File: config.mk
export PLATFORM = sky130hd
export DESIGN_NAME = text_command_frame_decoder_unit
export DESIGN_NICKNAME = d
export VERILOG_FILES = /design/src/design/tcfd_pkg.sv /design/src/design/tcfd_core.sv /design/src/design/text_command_frame_decoder_unit.sv
export SDC_FILE = /design/constraint.sdc
export NUM_CORES = 1
export LEC_CHECK = 0
export CAP_MARGIN = 10
export CORE_MARGIN = 5
export CORE_UTILIZATION = 30
export DETAILED_ROUTE_END_ITERATION = 16
export DONT_BUFFER_PORTS = 1
export SLEW_MARGIN = 0
export SYNTH_ARGS = -nofsm -noshare
export SYNTH_HDL_FRONTEND = slang
export SYNTH_SLANG_ARGS = --single-unit
File: constraint.sdc
create_clock -name clk -period 7.7 [get_ports clk]
set_clock_uncertainty 0.05 [all_clocks]
set_input_delay 0.77 -clock clk [delete_from_list [all_inputs] [get_ports clk]]
set_output_delay 0.77 -clock clk [all_outputs]
set_load 0.05 [all_outputs]
File: src/design/tcfd_pkg.sv
// Shared types, character codes and keyword tables of the text command frame decoder.
package tcfd_pkg;

    localparam int MAX_FIELD_CHARS_DEF = 100;

    localparam logic [7:0] CH_SEMI   = 8'h3B;
    localparam logic [7:0] CH_LBRACK = 8'h5B;
    localparam logic [7:0] CH_RBRACK = 8'h5D;
    localparam logic [7:0] CH_COMMA  = 8'h2C;
    localparam logic [7:0] CH_SPACE  = 8'h20;
    localparam logic [7:0] CH_CR     = 8'h0D;
    localparam logic [7:0] CH_LF     = 8'h0A;
    localparam logic [7:0] CH_PLUS   = 8'h2B;
    localparam logic [7:0] CH_MINUS  = 8'h2D;
    localparam logic [7:0] CH_NUL    = 8'h00;

    localparam logic [1:0] MODE_OFF   = 2'd0;
    localparam logic [1:0] MODE_ON    = 2'd1;
    localparam logic [1:0] MODE_BLINK = 2'd2;

    typedef enum logic [4:0] {
        PH_WAIT = 5'b00001,
        PH_NAME = 5'b00010,
        PH_ARG  = 5'b00100,
        PH_NUM  = 5'b01000,
        PH_END  = 5'b10000
    } frame_phase_t;

    typedef enum logic [3:0] {
        NP_BLANK  = 4'b0001,
        NP_SIGN   = 4'b0010,
        NP_DIGITS = 4'b0100,
        NP_DONE   = 4'b1000
    } num_phase_t;

    typedef enum logic [2:0] {
        KW_NONE  = 3'd0,
        KW_ON    = 3'd1,
        KW_OFF   = 3'd2,
        KW_BLINK = 3'd3,
        KW_DELAY = 3'd4
    } keyword_t;

    typedef enum logic [2:0] {
        ST_LED_ON    = 3'd0,
        ST_LED_OFF   = 3'd1,
        ST_BLINK_SET = 3'd2,
        ST_DELAY_SET = 3'd3,
        ST_BAD_ARG   = 3'd4
    } status_t;

    typedef struct packed {
        logic        fire;
        status_t     status;
        logic [1:0]  led_mode;
        logic [15:0] blink_rate;
        logic [31:0] loop_delay;
    } tcfd_result_t;

    // Characters of the command name, by position.
    function automatic logic [7:0] led_char(input logic [1:0] pos);
        case (pos)
            2'd0:    led_char = 8'h4C;
            2'd1:    led_char = 8'h45;
            2'd2:    led_char = 8'h44;
            default: led_char = 8'h00;
        endcase
    endfunction

    // Keyword table: 0 ON, 1 OFF, 2 BLINK, 3 DELAY.
    function automatic logic [7:0] kw_char(input logic [1:0] k, input logic [2:0] pos);
        logic [39:0] row;
        case (k)
            2'd0:    row = {8'h00, 8'h00, 8'h00, 8'h4E, 8'h4F};
            2'd1:    row = {8'h00, 8'h00, 8'h46, 8'h46, 8'h4F};
            2'd2:    row = {8'h4B, 8'h4E, 8'h49, 8'h4C, 8'h42};
            default: row = {8'h59, 8'h41, 8'h4C, 8'h45, 8'h44};
        endcase
        case (pos)
            3'd0:    kw_char = row[7:0];
            3'd1:    kw_char = row[15:8];
            3'd2:    kw_char = row[23:16];
            3'd3:    kw_char = row[31:24];
            3'd4:    kw_char = row[39:32];
            default: kw_char = 8'h00;
        endcase
    endfunction

    function automatic logic [2:0] kw_len(input logic [1:0] k);
        case (k)
            2'd0:    kw_len = 3'd2;
            2'd1:    kw_len = 3'd3;
            default: kw_len = 3'd5;
        endcase
    endfunction

    function automatic keyword_t kw_code(input logic [1:0] k);
        case (k)
            2'd0:    kw_code = KW_ON;
            2'd1:    kw_code = KW_OFF;
            2'd2:    kw_code = KW_BLINK;
            default: kw_code = KW_DELAY;
        endcase
    endfunction

endpackage

File: src/design/tcfd_core.sv
// Frame parser state, command registers and per-byte next-state logic.
module tcfd_core
    import tcfd_pkg::*;
#(
    parameter int MAX_FIELD_CHARS = MAX_FIELD_CHARS_DEF
)
(
    input  logic         clk,
    input  logic         rst_n,
    input  logic         step_en,
    input  logic [7:0]   rx_byte,
    output tcfd_result_t result
);

    localparam int CNT_W = $clog2(MAX_FIELD_CHARS + 1);
    localparam logic [CNT_W-1:0] MAX_CNT = CNT_W'(MAX_FIELD_CHARS);
    localparam logic [CNT_W-1:0] LED_LEN = CNT_W'(3);

    frame_phase_t     frame_phase_reg, frame_phase_next;
    logic [CNT_W-1:0] field_count_reg, field_count_next;
    logic             name_prefix_ok_reg, name_prefix_ok_next;
    logic             name_is_led_reg, name_is_led_next;
    logic [3:0]       arg_cand_reg, arg_cand_next;
    keyword_t         arg_keyword_reg, arg_keyword_next;
    num_phase_t       num_phase_reg, num_phase_next;
    logic             num_negative_reg, num_negative_next;
    logic [31:0]      num_value_reg, num_value_next;
    logic             field_closed_reg, field_closed_next;
    logic [1:0]       mode_reg, mode_next;
    logic [15:0]      rate_reg, rate_next;
    logic [31:0]      delay_reg, delay_next;

    always_comb
    begin
        logic [31:0]      num;
        logic [31:0]      digit;
        logic             is_digit;
        logic             has_room;
        logic [CNT_W-1:0] cnt_plus;
        logic [CNT_W-1:0] len_k;
        logic             keep;

        frame_phase_next    = frame_phase_reg;
        field_count_next    = field_count_reg;
        name_prefix_ok_next = name_prefix_ok_reg;
        name_is_led_next    = name_is_led_reg;
        arg_cand_next       = arg_cand_reg;
        arg_keyword_next    = arg_keyword_reg;
        num_phase_next      = num_phase_reg;
        num_negative_next   = num_negative_reg;
        num_value_next      = num_value_reg;
        field_closed_next   = field_closed_reg;
        mode_next           = mode_reg;
        rate_next           = rate_reg;
        delay_next          = delay_reg;

        result.fire   = 1'b0;
        result.status = ST_BAD_ARG;

        num      = num_negative_reg ? (32'd0 - num_value_reg) : num_value_reg;
        digit    = {28'd0, rx_byte[3:0]};
        is_digit = (rx_byte >= 8'h30) && (rx_byte <= 8'h39);
        has_room = field_count_reg < MAX_CNT;
        cnt_plus = field_count_reg + 1'b1;
        len_k    = '0;
        keep     = 1'b0;

        if (rx_byte == CH_SEMI)
        begin
            result.fire = name_is_led_reg &&
                          (frame_phase_reg inside {PH_ARG, PH_NUM, PH_END});
            if (result.fire)
            begin
                case (arg_keyword_reg)
                    KW_ON:
                    begin
                        mode_next     = MODE_ON;
                        result.status = ST_LED_ON;
                    end
                    KW_OFF:
                    begin
                        mode_next     = MODE_OFF;
                        result.status = ST_LED_OFF;
                    end
                    KW_BLINK:
                    begin
                        mode_next     = MODE_BLINK;
                        rate_next     = (num[15:0] == 16'd0) ? 16'd1 : num[15:0];
                        result.status = ST_BLINK_SET;
                    end
                    KW_DELAY:
                    begin
                        delay_next    = num;
                        result.status = ST_DELAY_SET;
                    end
                    default:
                    begin
                        result.status = ST_BAD_ARG;
                    end
                endcase
            end
            // Every semicolon ends the frame.
            frame_phase_next    = PH_WAIT;
            field_count_next    = '0;
            name_prefix_ok_next = 1'b0;
            name_is_led_next    = 1'b0;
            arg_cand_next       = 4'hF;
            arg_keyword_next    = KW_NONE;
            num_phase_next      = NP_BLANK;
            num_negative_next   = 1'b0;
            num_value_next      = '0;
            field_closed_next   = 1'b0;
        end
        else if (!(rx_byte inside {CH_SPACE, CH_CR, CH_LF}))
        begin
            case (frame_phase_reg)
                PH_WAIT:
                begin
                    if (rx_byte inside {[8'h41:8'h5A], [8'h61:8'h7A]})
                    begin
                        // First name character: the field count restarts at one.
                        frame_phase_next    = PH_NAME;
                        field_count_next    = CNT_W'(1);
                        field_closed_next   = 1'b0;
                        name_prefix_ok_next = (rx_byte == led_char(2'd0));
                        name_is_led_next    = 1'b0;
                    end
                end
                PH_NAME:
                begin
                    if (rx_byte == CH_LBRACK)
                    begin
                        frame_phase_next  = PH_ARG;
                        field_count_next  = '0;
                        field_closed_next = 1'b0;
                    end
                    else if (has_room)
                    begin
                        field_count_next = cnt_plus;
                        if (!field_closed_reg)
                        begin
                            if (rx_byte == CH_NUL)
                            begin
                                field_closed_next = 1'b1;
                            end
                            else
                            begin
                                name_prefix_ok_next = name_prefix_ok_reg &&
                                    (field_count_reg < LED_LEN) &&
                                    (rx_byte == led_char(field_count_reg[1:0]));
                                name_is_led_next = name_prefix_ok_next &&
                                    (cnt_plus == LED_LEN);
                            end
                        end
                    end
                end
                PH_ARG:
                begin
                    if (rx_byte == CH_RBRACK)
                    begin
                        frame_phase_next = PH_END;
                    end
                    else if (rx_byte == CH_COMMA)
                    begin
                        frame_phase_next  = PH_NUM;
                        field_count_next  = '0;
                        field_closed_next = 1'b0;
                    end
                    else if (has_room)
                    begin
                        field_count_next = cnt_plus;
                        if (!field_closed_reg)
                        begin
                            if (rx_byte == CH_NUL)
                            begin
                                field_closed_next = 1'b1;
                            end
                            else
                            begin
                                arg_keyword_next = KW_NONE;
                                for (int k = 0; k < 4; k++)
                                begin
                                    len_k = CNT_W'(kw_len(2'(k)));
                                    keep  = (field_count_reg < len_k) &&
                                            (rx_byte == kw_char(2'(k),
                                                                field_count_reg[2:0]));
                                    if (!keep)
                                    begin
                                        arg_cand_next[k] = 1'b0;
                                    end
                                    else if (arg_cand_reg[k] && (cnt_plus == len_k))
                                    begin
                                        arg_keyword_next = kw_code(2'(k));
                                    end
                                end
                            end
                        end
                    end
                end
                PH_NUM:
                begin
                    if (rx_byte == CH_RBRACK)
                    begin
                        frame_phase_next = PH_END;
                    end
                    else if (has_room)
                    begin
                        field_count_next = cnt_plus;
                        case (num_phase_reg)
                            NP_BLANK:
                            begin
                                if (rx_byte inside {[8'h09:8'h0D]})
                                begin
                                    num_phase_next = NP_BLANK;
                                end
                                else if (rx_byte == CH_PLUS)
                                begin
                                    num_phase_next = NP_SIGN;
                                end
                                else if (rx_byte == CH_MINUS)
                                begin
                                    num_negative_next = 1'b1;
                                    num_phase_next    = NP_SIGN;
                                end
                                else if (is_digit)
                                begin
                                    num_value_next = digit;
                                    num_phase_next = NP_DIGITS;
                                end
                                else
                                begin
                                    num_phase_next = NP_DONE;
                                end
                            end
                            NP_SIGN, NP_DIGITS:
                            begin
                                if (is_digit)
                                begin
                                    num_value_next = (num_value_reg << 3) +
                                                     (num_value_reg << 1) + digit;
                                    num_phase_next = NP_DIGITS;
                                end
                                else
                                begin
                                    num_phase_next = NP_DONE;
                                end
                            end
                            default:
                            begin
                                num_phase_next = num_phase_reg;
                            end
                        endcase
                    end
                end
                default:
                begin
                    frame_phase_next = frame_phase_reg;
                end
            endcase
        end

        result.led_mode   = mode_next;
        result.blink_rate = rate_next;
        result.loop_delay = delay_next;
    end

    always_ff @(posedge clk or negedge rst_n)
    begin
        if (!rst_n)
        begin
            frame_phase_reg    <= PH_WAIT;
            field_count_reg    <= '0;
            name_prefix_ok_reg <= 1'b0;
            name_is_led_reg    <= 1'b0;
            arg_cand_reg       <= 4'hF;
            arg_keyword_reg    <= KW_NONE;
            num_phase_reg      <= NP_BLANK;
            num_negative_reg   <= 1'b0;
            num_value_reg      <= '0;
            field_closed_reg   <= 1'b0;
            mode_reg           <= MODE_OFF;
            rate_reg           <= 16'd1;
            delay_reg          <= '0;
        end
        else if (step_en)
        begin
            frame_phase_reg    <= frame_phase_next;
            field_count_reg    <= field_count_next;
            name_prefix_ok_reg <= name_prefix_ok_next;
            name_is_led_reg    <= name_is_led_next;
            arg_cand_reg       <= arg_cand_next;
            arg_keyword_reg    <= arg_keyword_next;
            num_phase_reg      <= num_phase_next;
            num_negative_reg   <= num_negative_next;
            num_value_reg      <= num_value_next;
            field_closed_reg   <= field_closed_next;
            mode_reg           <= mode_next;
            rate_reg           <= rate_next;
            delay_reg          <= delay_next;
        end
    end

    // An exact name match always implies the prefix still matches.
    a_led_implies_prefix: assert property (@(posedge clk) disable iff (!rst_n)
        name_is_led_reg |-> name_prefix_ok_reg)
        else $error("name match flag set without matching prefix");

    // The blink rate register never holds zero.
    a_rate_nonzero: assert property (@(posedge clk) disable iff (!rst_n)
        rate_reg != 16'd0)
        else $error("blink rate register is zero");

    // The field count never passes the field limit.
    a_count_bound: assert property (@(posedge clk) disable iff (!rst_n)
        field_count_reg <= MAX_CNT)
        else $error("field count beyond limit");

    // A recognized keyword is still among the remaining candidates.
    a_keyword_candidate: assert property (@(posedge clk) disable iff (!rst_n)
        (arg_keyword_reg == KW_ON    && !arg_cand_reg[0]) ||
        (arg_keyword_reg == KW_OFF   && !arg_cand_reg[1]) ||
        (arg_keyword_reg == KW_BLINK && !arg_cand_reg[2]) ||
        (arg_keyword_reg == KW_DELAY && !arg_cand_reg[3]) |-> 1'b0)
        else $error("keyword selected after its candidate was dropped");

endmodule

File: src/design/text_command_frame_decoder_unit.sv
// Top level of the text command frame decoder: stream ports, byte and result registers.
// Timing: an accepted byte waits in the byte register and is parsed from it once the
// result slot is free or being emptied; its command result is then registered onto m_tvalid.
// Throughput: one byte per cycle; the parser updates all its flags and the number
// accumulator in a single pass, so only a stalled result slot holds up the input.
// Reset: rst_n is asynchronous and active low; it empties both registers, returns the
// parser to waiting for a frame, and sets LED off, blink rate 1 and loop delay 0.
module text_command_frame_decoder_unit
    import tcfd_pkg::*;
#(
    parameter int MAX_FIELD_CHARS = MAX_FIELD_CHARS_DEF
)
(
    input  logic        clk,
    input  logic        rst_n,
    input  logic        s_tvalid,
    output logic        s_tready,
    input  logic [7:0]  s_tdata,   // rx_byte[7:0]
    output logic        m_tvalid,
    input  logic        m_tready,
    output logic [55:0] m_tdata    // status[2:0], led_mode[4:3], blink_rate[20:5],
                                   // loop_delay[52:21], zero fill[55:53]
);

    logic         in_valid_reg;
    logic [7:0]   in_byte_reg;
    logic         out_valid_reg;
    tcfd_result_t out_result_reg;
    tcfd_result_t core_result;
    logic         advance;

    // The byte register moves into the parser whenever the result slot is free
    // or is being emptied in this cycle, so the two sides stream independently.
    assign advance  = in_valid_reg && (!out_valid_reg || m_tready);
    assign s_tready = !in_valid_reg || advance;

    always_ff @(posedge clk or negedge rst_n)
    begin
        if (!rst_n)
        begin
            in_valid_reg <= 1'b0;
        end
        else if (s_tready)
        begin
            in_valid_reg <= s_tvalid;
        end
    end

    always_ff @(posedge clk)
    begin
        if (s_tready && s_tvalid)
        begin
            in_byte_reg <= s_tdata;
        end
    end

    tcfd_core #(
        .MAX_FIELD_CHARS (MAX_FIELD_CHARS)
    ) u_core (
        .clk     (clk),
        .rst_n   (rst_n),
        .step_en (advance),
        .rx_byte (in_byte_reg),
        .result  (core_result)
    );

    // Only a semicolon that completes an LED command produces a result transaction;
    // every other byte passes through the parser and leaves the slot empty.
    always_ff @(posedge clk or negedge rst_n)
    begin
        if (!rst_n)
        begin
            out_valid_reg <= 1'b0;
        end
        else if (advance)
        begin
            out_valid_reg <= core_result.fire;
        end
        else if (m_tready)
        begin
            out_valid_reg <= 1'b0;
        end
    end

    always_ff @(posedge clk)
    begin
        if (advance && core_result.fire)
        begin
            out_result_reg <= core_result;
        end
    end

    assign m_tvalid = out_valid_reg;
    assign m_tdata  = {3'b000,
                       out_result_reg.loop_delay,
                       out_result_reg.blink_rate,
                       out_result_reg.led_mode,
                       out_result_reg.status};

endmodule

Yosys cells after proc, flatten, opt, wreduce, memory -nomap -nowiden

Cells that the tools add are included.

Output and inout port bits: 58
Bits of input ports: 12
Register bits after elaboration: 172
Word-level logic and storage cells: 342

Mux-type cells: 184
Equal/unequal tests: 63
Reduce and logical (&&, ||, !) cells: 55
$lt $le $gt $ge: 13
$add $sub $neg: 4

Operators by type and width:

| operator                | number |
|---|---|
| $mux W32                | 14 |
| $mux W8                 | 39 |
| $mux W3                 | 40 |
| $mux W4                 | 18 |
| $pmux W7 S5             | 2 |
| $mux W16                | 4 |
| $pmux W32 S2            | 1 |
| $mux W7                 | 8 |
| $reduce_and A9 Y1       | 5 |
| $eq A8 B6 Y1 const B    | 5 |
| $eq A8 B8 Y1            | 5 |
| $mux W1                 | 38 |
| $mux W5                 | 7 |
| $add A32 B32 Y32        | 1 |
| $add A32 B4 Y32         | 1 |
| $sub A1 B32 Y32 const A | 1 |
| $pmux W7 S2             | 2 |
| $pmux W7 S4             | 1 |
| $eq A8 B7 Y1 const B    | 3 |
| $ne A3 B2 Y1 const B    | 8 |
| $eq A7 B3 Y1            | 3 |
| $lt A7 B3 Y1            | 3 |
| $pmux W7 S3             | 1 |
| $ne A2 B1 Y1 const B    | 10 |
| other kinds (53)        | 99 |

Logic depth before layout (Yosys ltp)

Gate-level depths: netlist of run 1.

Depth in word-level cells: 27
Depth in mapped cells: 13
Gate-level depth less buffers: 12

By module

Synthesis of run 1 repeated with hierarchy kept, for this count alone.

Cells, all modules: 1022
Area total of the unflattened synthesis: 10226.1 µm²

By module, submodules not included:

| module                          | cells each | area an instance (µm²) | sequential area each (µm²) | instances |
|---|---|---|---|---|
| tcfd_core                       | 947        | 8259.2                 | 2736.4                     | 1 |
| text_command_frame_decoder_unit | 75         | 1966.9                 | 1881.8                     | 1 |

Worst setup path after synthesis of run 1

No wires, ideal clock.

Path kind: input to register
Start: input port m_tready
End: register out_result_reg, in the netlist m_tdata[0], enable pin
Cell stages on the path: 5
Setup time: 464 ps
Required time: 7186 ps
Buffers on the path: 2
Arrival time: 3719 ps
Path slack: 3467 ps
Cells stage by stage: nand2b_1 -> nand2_1 -> buf_1 -> clkbuf_1 -> nor2_1

Longest elaborated chain between the ends: 3

Ends and longest elaborated chain:

| what                   | line                                  | text |
|---|---|---|
| start: declaration     | text_command_frame_decoder_unit.sv:20 | `input logic m_tready,` |
| $logic_or A1 B1 Y1     | text_command_frame_decoder_unit.sv:34 | `assign advance = in_valid_reg && (!out_valid_reg \|\| m_tready);` |
| $logic_and A1 B1 Y1    | text_command_frame_decoder_unit.sv:34 |  |
| $logic_and A1 B1 Y1    | text_command_frame_decoder_unit.sv:87 | `if (advance && core_result.fire)` |
| end signal: assignment | text_command_frame_decoder_unit.sv:89 | `out_result_reg <= core_result;` |
| end: declaration       | text_command_frame_decoder_unit.sv:28 | `tcfd_result_t out_result_reg;` |

Every way passes these cells.
A chain may end at the register's enable or synchronous reset.

Worst setup path in the final report of run 1

Start: register in_byte_reg[3]
End: register u_core.num_value_reg[28]

Longest elaborated chain between the ends: 8
Elaborated cells between the ends (all ways): 33
Classes of those cells: 1 x add/sub; 4 x order compare; 14 x eq/ne; 7 x mux; 7 x reduce/logical

Ends and longest elaborated chain:

| what                     | line                                  | text |
|---|---|---|
| start: declaration       | text_command_frame_decoder_unit.sv:26 | `logic [7:0] in_byte_reg;` |
| start signal: assignment | text_command_frame_decoder_unit.sv:53 | `in_byte_reg <= s_tdata;` |
| $add A32 B4 Y32          | tcfd_core.sv:240                      | `(num_value_reg << 1) + digit;` |
| $mux W32                 | tcfd_core.sv:237                      | `if (is_digit)` |
| $pmux W32 S2             | tcfd_core.sv:209                      | `case (num_phase_reg)` |
| $mux W32                 | tcfd_core.sv:206                      | `else if (has_room)` |
| $mux W32                 | tcfd_core.sv:202                      | `if (rx_byte == CH_RBRACK)` |
| $mux W32                 | tcfd_core.sv:116                      | `case (frame_phase_reg)` |
| $mux W32                 | tcfd_core.sv:114                      | `else if (!(rx_byte inside {CH_SPACE, CH_CR, CH_LF}))` |
| $mux W32                 | tcfd_core.sv:68                       | `if (rx_byte == CH_SEMI)` |
| end signal: assignment   | tcfd_core.sv:295                      | `num_value_reg <= num_value_next;` |
| end: declaration         | tcfd_core.sv:27                       | `logic [31:0] num_value_reg, num_value_next;` |

Several ways; a longest one is shown, not always the timed one. The select of a mux whose other input is x is not followed.

==> results of run 1 <==
## cells by family (layout without fill, tap and decap cells)
kind of cell               after synthesis  count (layout)  share of synthesized area [%]
DFF                                    172             172                          44.74
AOI/OAI and AO/OA                      279             279                          17.99
and+or+nand+nor                        281             281                          14.11
buffers and inverters                   74              59                          3.018
xor gates and xnor gates                77              77                          6.534
muxes                                   48              48                          5.176
other                                    1               3                        0.03633
adders and majority gates               68              68                          8.389
## worst max-delay path: stages, from the launching register on
cell and delay [ns]:
edfxtp_1 0.70, inv_1 0.25, fa_1 0.58, inv_1 0.07, fa_1 0.46, a21o_1 0.22, a221oi_1 0.39, o21ai_0 0.33
a41oi_1 0.40, o2111ai_1 0.19, nand3_1 0.12, nand3_1 0.09, a32o_1 0.25
## cell usage after synthesis, types with 6 or more instances
cell type  number  area, sq um
a21o_1         18        135.1
nand4_1        13        81.33
a22o_1         27        236.5
nand3_1        17        85.08
buf_1           6        22.52
nor2b_1         6        37.54
or2_2           7        43.79
ha_1           66        825.8
nor2_1         37        138.9
a211oi_1        7        52.55
clkbuf_1       37        138.9
xor2_1         43        376.6
o31ai_1        21        157.7
nand2_1       118        442.9
dfrtp_1       104         2603
o211ai_1        6        45.04
nor4_1          8        50.05
and2_1          6        37.54
buf_2           6        30.03
inv_1          18        67.56
xnor2_1        34        297.8
a31oi_1         7        43.79
mux2_2         43        484.2
edfxtp_1       61         1832
or3_1           7        43.79
nand2b_1        9        56.30
nand3b_1        8        60.06
nor3_1         14        70.07
and3_1          9        56.30
a21oi_1        39        195.2
dfstp_2         7        183.9
o2111ai_1       7        61.31
o21ai_0       101        505.5
## stage by stage
step,instances,utilization [%]
2_1_floorplan,1002,-
3_3_place_gp,1409,31.27
3_5_place_dp,1409,31.27
4_1_cts,1442,33.11
5_1_grt,1442,33.11
6_report,1442,33.11
## final cells by class
cell class / count / area [sq um] / share of cell area [%]
clock inverter: 14 / 166.4 / 1.466
multi-input combinational: 756 / 5409 / 47.64
sequential: 172 / 4618 / 40.68
tap: 455 / 569.3 / 5.014
clock buffer: 18 / 439.2 / 3.868
timing repair buffer: 8 / 80.08 / 0.7053
inverter: 19 / 71.32 / 0.6282
## layer usage
layer	up-vias	share of wire (%)
met4	10	2.1
li1	3657	-
met3	41	3.9
met1	3605	48
met5	-	0.26
met2	136	46
## report_power, final
| part | total [W] | internal [W] | switching [W] |
|---|---|---|---|
| clock | 0.000889 | 0.000473 | 0.000416 |
| sequential | 0.00104 | 0.000980 | 0.0000554 |
| combinational | 0.000394 | 0.000153 | 0.000241 |
| total | 0.00232 | 0.00161 | 0.000713 |
## worst paths after layout
check | cells past startpoint | slack, ns | startpoint | end
max | 12 | 3.48 | in_byte_reg[3]$_DFFE_PP_ | u_core.num_value_reg[28]$_DFFE_PN0P_
min | 0 | 0.13 | rst_n | u_core.num_phase_reg[0]$_DFFE_PN1P_
max reg2reg | 12 | 3.48 | in_byte_reg[3]$_DFFE_PP_ | u_core.num_value_reg[28]$_DFFE_PN0P_
min reg2reg | 2 | 0.43 | u_core.delay_reg[23]$_DFFE_PN0P_ | u_core.delay_reg[23]$_DFFE_PN0P_
max in group asynchronous | 1 | 6.91 | rst_n | u_core.field_closed_reg$_DFFE_PN0P_
min in group clk | 0 | 0.37 | s_tdata[6] | in_byte_reg[6]$_DFFE_PP_
## what timing repair did
| action | CTS | global route |
|---|---|---|
| setup endpoints to repair | 0 | 0 |
| endpoints found under the hold margin | 104 | 0 |
| gates resized for setup | 0 | 0 |
| hold buffers | 1 | 0 |
==> results.sh, run 1 <==
export IMPL_synth_seq_cells=172
export IMPL_status="finished, final reports clean"
export IMPL_mappedNetlistArea_sq_mm=0.01032
export IMPL_fmax_mhz=237.1
export IMPL_crit_fanout=15
export IMPL_rsz0062_at_grt="false"
export IMPL_wire_per_inst_um=16.27
export IMPL_final_common_cell="nand2_1"
export IMPL_via_per_inst=5.166
export IMPL_fin_crit_ns=4.218
export IMPL_netlist_instances=1000
export IMPL_netlist_cell_type_count=78
export IMPL_fin_ws_ns=3.482
export IMPL_synth_edff_count=61
export IMPL_placed_cell_area_sq_mm=0.01072
export IMPL_cts_sinks=172
export IMPL_largest_register_ff_count=53
export IMPL_maxCapViolations=0
export IMPL_yosysSeqAreaShare_pct=44.74
export IMPL_grtUsageMet3_pct=2.916
export IMPL_first_iter_violations=454
export IMPL_clkTransAtPathRegs_ns=0.07
export IMPL_vdd_ir_drop_max_uv=148.8
export IMPL_grt_pass1_wl_mm=39.37
export IMPL_initial_core_util_pct=30.10
export IMPL_min_path_type="in -> async"
export IMPL_synth_main_ff_cell="dfrtp_1"
export IMPL_fin_hold_ws_ns=0.1295
export IMPL_powerDensity_mw_per_mm2=204.2
export IMPL_drc_errors=0
export IMPL_io_pins=70
export IMPL_cts_tree="yes"
export IMPL_routabilityCongestion=0.8435
export IMPL_grt_max_degree=105
export IMPL_use_met2_pct=19.55
export IMPL_dp_hpwl_mm=16.47
export IMPL_busiest_layer="met2"
export IMPL_synthArstFlopShare_pct=64.53
export IMPL_port_buffer_count=0
export IMPL_start_kind="flip-flop"
export IMPL_cp_arrival_ns=4.50
export IMPL_fp_dieH_um=195.5
export IMPL_clk_root_buffer_cell="clkbuf_16"
export IMPL_antenna_found_initial=5
export IMPL_required_ns=7.98
export IMPL_final_cell_mix="nand2_1, dfrtp_1, o21ai_0, ha_1, edfxtp_1"
export IMPL_pre_cts_slack_ns=3.519
export IMPL_wl_mm=23.47
export IMPL_endpoint_kind="flip-flop"
export IMPL_gr_usage_met1_pct=17.05
export IMPL_power_w=0.002319
export IMPL_die_x_um=195.5
export IMPL_nFillCells=3443
export IMPL_setup_violations_final=0
export IMPL_vias=7449
export IMPL_cts_made_buffers=17
export IMPL_ant_nets=0
export IMPL_drv_slew=0
export IMPL_die_area_sq_mm=0.03821
export IMPL_drive_gt1_share_pct=11.65
export IMPL_htreeDepth=4
export IMPL_grt_usage_pct=12.54
export IMPL_crit_type="reg -> reg"
export IMPL_nets=1054
export IMPL_finalHoldViolCount=0
export IMPL_syn_to_final_growth_pct=10.00
export IMPL_clock_latency_ns=0.44
export IMPL_drt_pass1_iterations=4
export IMPL_yosysWarnings=0
export IMPL_final_area_sq_mm=0.01135
export IMPL_syn_avg_cell_area_sq_um=10.32
export IMPL_core_area_sq_mm=0.03429
export IMPL_clockBufferDepth=2
export IMPL_grt_pass1_vias=7383
export IMPL_fin_tns_setup_ns=0
export IMPL_gr_total_overflow=0
export IMPL_p_leak_nw=5.079
export IMPL_rows=68
export IMPL_worst_pin_slew_ns=1.102
export IMPL_fin_crit_sh_pct=54.78
export IMPL_cts_setup_buffers=0
export IMPL_relSlewSlack_pct=25.92
export IMPL_diodes=0
Power figures use the tool's default switching activity.
==> inputs of run 2 (changes only) <==
==> constraint.sdc (replaced) <==
create_clock -name clk -period 3.75 [get_ports clk]
set_clock_uncertainty 0.05 [all_clocks]
set_input_delay 0.375 -clock clk [delete_from_list [all_inputs] [get_ports clk]]
set_output_delay 0.375 -clock clk [all_outputs]
set_load 0.05 [all_outputs]
==> results.sh, run 2 (synthesized netlist as in run 1, its figures left out) <==
export IMPL_status="finished, final reports clean"
export IMPL_min_path_type="in -> reg"
export IMPL_drt_pass1_iterations=5
export IMPL_fin_crit_sh_pct=92.79
export IMPL_grt_pass1_wl_mm=38.90
export IMPL_rows=68
export IMPL_grt_max_degree=112
export IMPL_powerDensity_mw_per_mm2=415.3
export IMPL_drv_slew=0
export IMPL_vias=7494
export IMPL_ant_nets=0
export IMPL_drive_gt1_share_pct=13.12
export IMPL_cts_tree="yes"
export IMPL_endpoint_kind="flip-flop"
export IMPL_maxCapViolations=0
export IMPL_fin_ws_ns=0.2704
export IMPL_antenna_found_initial=3
export IMPL_die_x_um=195.5
export IMPL_rsz0062_at_grt="false"
export IMPL_grt_usage_pct=12.30
export IMPL_cts_sinks=172
export IMPL_clock_latency_ns=0.43
export IMPL_fin_crit_ns=3.480
export IMPL_core_area_sq_mm=0.03429
export IMPL_die_area_sq_mm=0.03821
export IMPL_routabilityCongestion=0.8446
export IMPL_fp_dieH_um=195.5
export IMPL_slowest_delay_ns=0.55
export IMPL_vdd_ir_drop_max_uv=311.2
export IMPL_initial_core_util_pct=30.10
export IMPL_power_w=0.004822
export IMPL_relSlewSlack_pct=33.18
export IMPL_cts_setup_buffers=0
export IMPL_setup_violations_final=0
export IMPL_finalHoldViolCount=0
export IMPL_multi_input_area_sq_mm=0.005416
export IMPL_nets=1082
export IMPL_clkTransAtPathRegs_ns=0.07
export IMPL_wl_mm=23.34
export IMPL_cts_made_buffers=17
export IMPL_diodes=0
export IMPL_largest_register_ff_count=53
export IMPL_syn_to_final_growth_pct=12.50
export IMPL_clk_root_buffer_cell="clkbuf_16"
export IMPL_crit_fanout=4
export IMPL_crit_type="reg -> reg"
export IMPL_via_per_inst=5.101
export IMPL_path_cells="inv_1 -> fa_1 -> inv_1 -> fa_1 -> a21o_1 -> a221oi_1 -> o21ai_1 -> a41oi_2 -> o2111ai_1 -> nand3_1 -> nand3_1 -> a32o_1"
export IMPL_start_kind="flip-flop"
export IMPL_gr_total_overflow=0
export IMPL_drc_errors=0
export IMPL_fin_tns_setup_ns=0
export IMPL_grt_pass1_vias=7488
export IMPL_nFillCells=3449
export IMPL_ff_latch_area_sq_mm=0.004618
export IMPL_clockBufferDepth=2
export IMPL_worst_pin_slew_ns=1.002
export IMPL_io_pins=70
export IMPL_port_buffer_count=0
export IMPL_wire_per_inst_um=15.89
export IMPL_required_ns=4.03
export IMPL_p_leak_nw=5.213
export IMPL_dp_hpwl_mm=16.93
export IMPL_htreeDepth=4
export IMPL_final_cell_mix="nand2_1, dfrtp_1, o21ai_0, ha_1, edfxtp_1"
export IMPL_first_iter_violations=430
export IMPL_cp_arrival_ns=3.76
export IMPL_crit_path_top_delay_cell="fa_1"
export IMPL_final_common_cell="nand2_1"
export IMPL_crit_family="compound AO/OA/AOI/OAI gates"
export IMPL_fmax_mhz=287.4
export IMPL_pre_cts_slack_ns=0.05468
export IMPL_crit_buf_inv=2
==> run 2: changes by cell type in the layout (fill, tap and decap cells not counted) <==
| cell | change |
|---|---|
| clkinv_8 | -2 |
| clkinvlp_4 | +1 |
| o21ai_1 | +1 |
| clkinv_4 | -2 |
| a41oi_2 | +1 |
| a41oi_1 | -1 |
| o21ai_0 | -1 |
| bufinv_16 | +2 |
| buf_12 | +1 |
| buf_4 | +17 |
| clkinv_2 | +2 |
| clkbuf_8 | -1 |
| inv_8 | -1 |
| dlygate4sd3_1 | +10 |
==> run 2: final timing paths <==
check | startpoint | end | slack [ns] | cells after the start
worst min register to register | u_core.delay_reg[30]$_DFFE_PN0P_ | u_core.delay_reg[30]$_DFFE_PN0P_ | 0.43 | 2
worst max-delay path | in_byte_reg[3]$_DFFE_PP_ | u_core.num_value_reg[28]$_DFFE_PN0P_ | 0.27 | 12
min in group asynchronous | rst_n | u_core.num_value_reg[31]$_DFFE_PN0P_ | 0.44 | 2
worst max register to register | in_byte_reg[3]$_DFFE_PP_ | u_core.num_value_reg[28]$_DFFE_PN0P_ | 0.27 | 12
worst min-delay path | m_tready | m_tvalid$_DFFE_PN0P_ | 0.14 | 2
max in group asynchronous | rst_n | u_core.num_phase_reg[3]$_DFFE_PN0P_ | 2.62 | 2
==> run 2: timing repair <==
action	CTS	global route
endpoints found under the hold margin	120	0
setup endpoints to repair	0	6
resized for setup	0	2
hold buffers	11	0
==> run 2: worst register-to-register path: stages, from the launching register on <==
cell	delay, ns
edfxtp_1	0.35
inv_1	0.08
fa_1	0.55
inv_1	0.08
fa_1	0.46
a21o_1	0.21
a221oi_1	0.40
o21ai_1	0.26
a41oi_2	0.30
o2111ai_1	0.18
nand3_1	0.12
nand3_1	0.09
a32o_1	0.26
==> run 2: cell type report <==
class / instances / share of cell area (%)
Clock inverter: 14 / 1.573
Multi-Input combinational cell: 756 / 46.65
Inverter: 19 / 0.6142
Timing Repair Buffer: 36 / 2.823
Clock buffer: 17 / 3.664
Tap cell: 455 / 4.903
Sequential cell: 172 / 39.77
==> run 2: power breakdown <==
| group | switching, W | total (W) | internal (W) | leakage, nW |
|---|---|---|---|---|
| clock | 0.000790 | 0.00185 | 0.00106 | 0.298 |
| sequential | 0.0000919 | 0.00211 | 0.00201 | 2.14 |
| combinational | 0.000517 | 0.000865 | 0.000348 | 2.77 |
| total | 0.00140 | 0.00482 | 0.00342 | 5.21 |
==> run 2: per-stage QoR <==
step,instance area [sq um],utilization [%],hold WS (ns),instances
global placement,10870,31.70,0.04815,1427
CTS,11600,33.84,0.1163,1469
finish,11610,33.86,0.1395,1469
floorplan,10330,-,0.02941,1002
detailed placement,10870,31.70,0.04793,1427
global route,11610,33.86,0.1373,1469
==> run 2: metal layers <==
| layer | share of wire [%] | track usage, % | vias up |
|---|---|---|---|
| li1 | - | - | 3708 |
| met4 | 2.7 | 4.784 | 6 |
| met5 | 0.15 | 0 | - |
| met3 | 4.0 | 2.881 | 39 |
| met2 | 46 | 19.86 | 140 |
| met1 | 47 | 16.03 | 3601 |
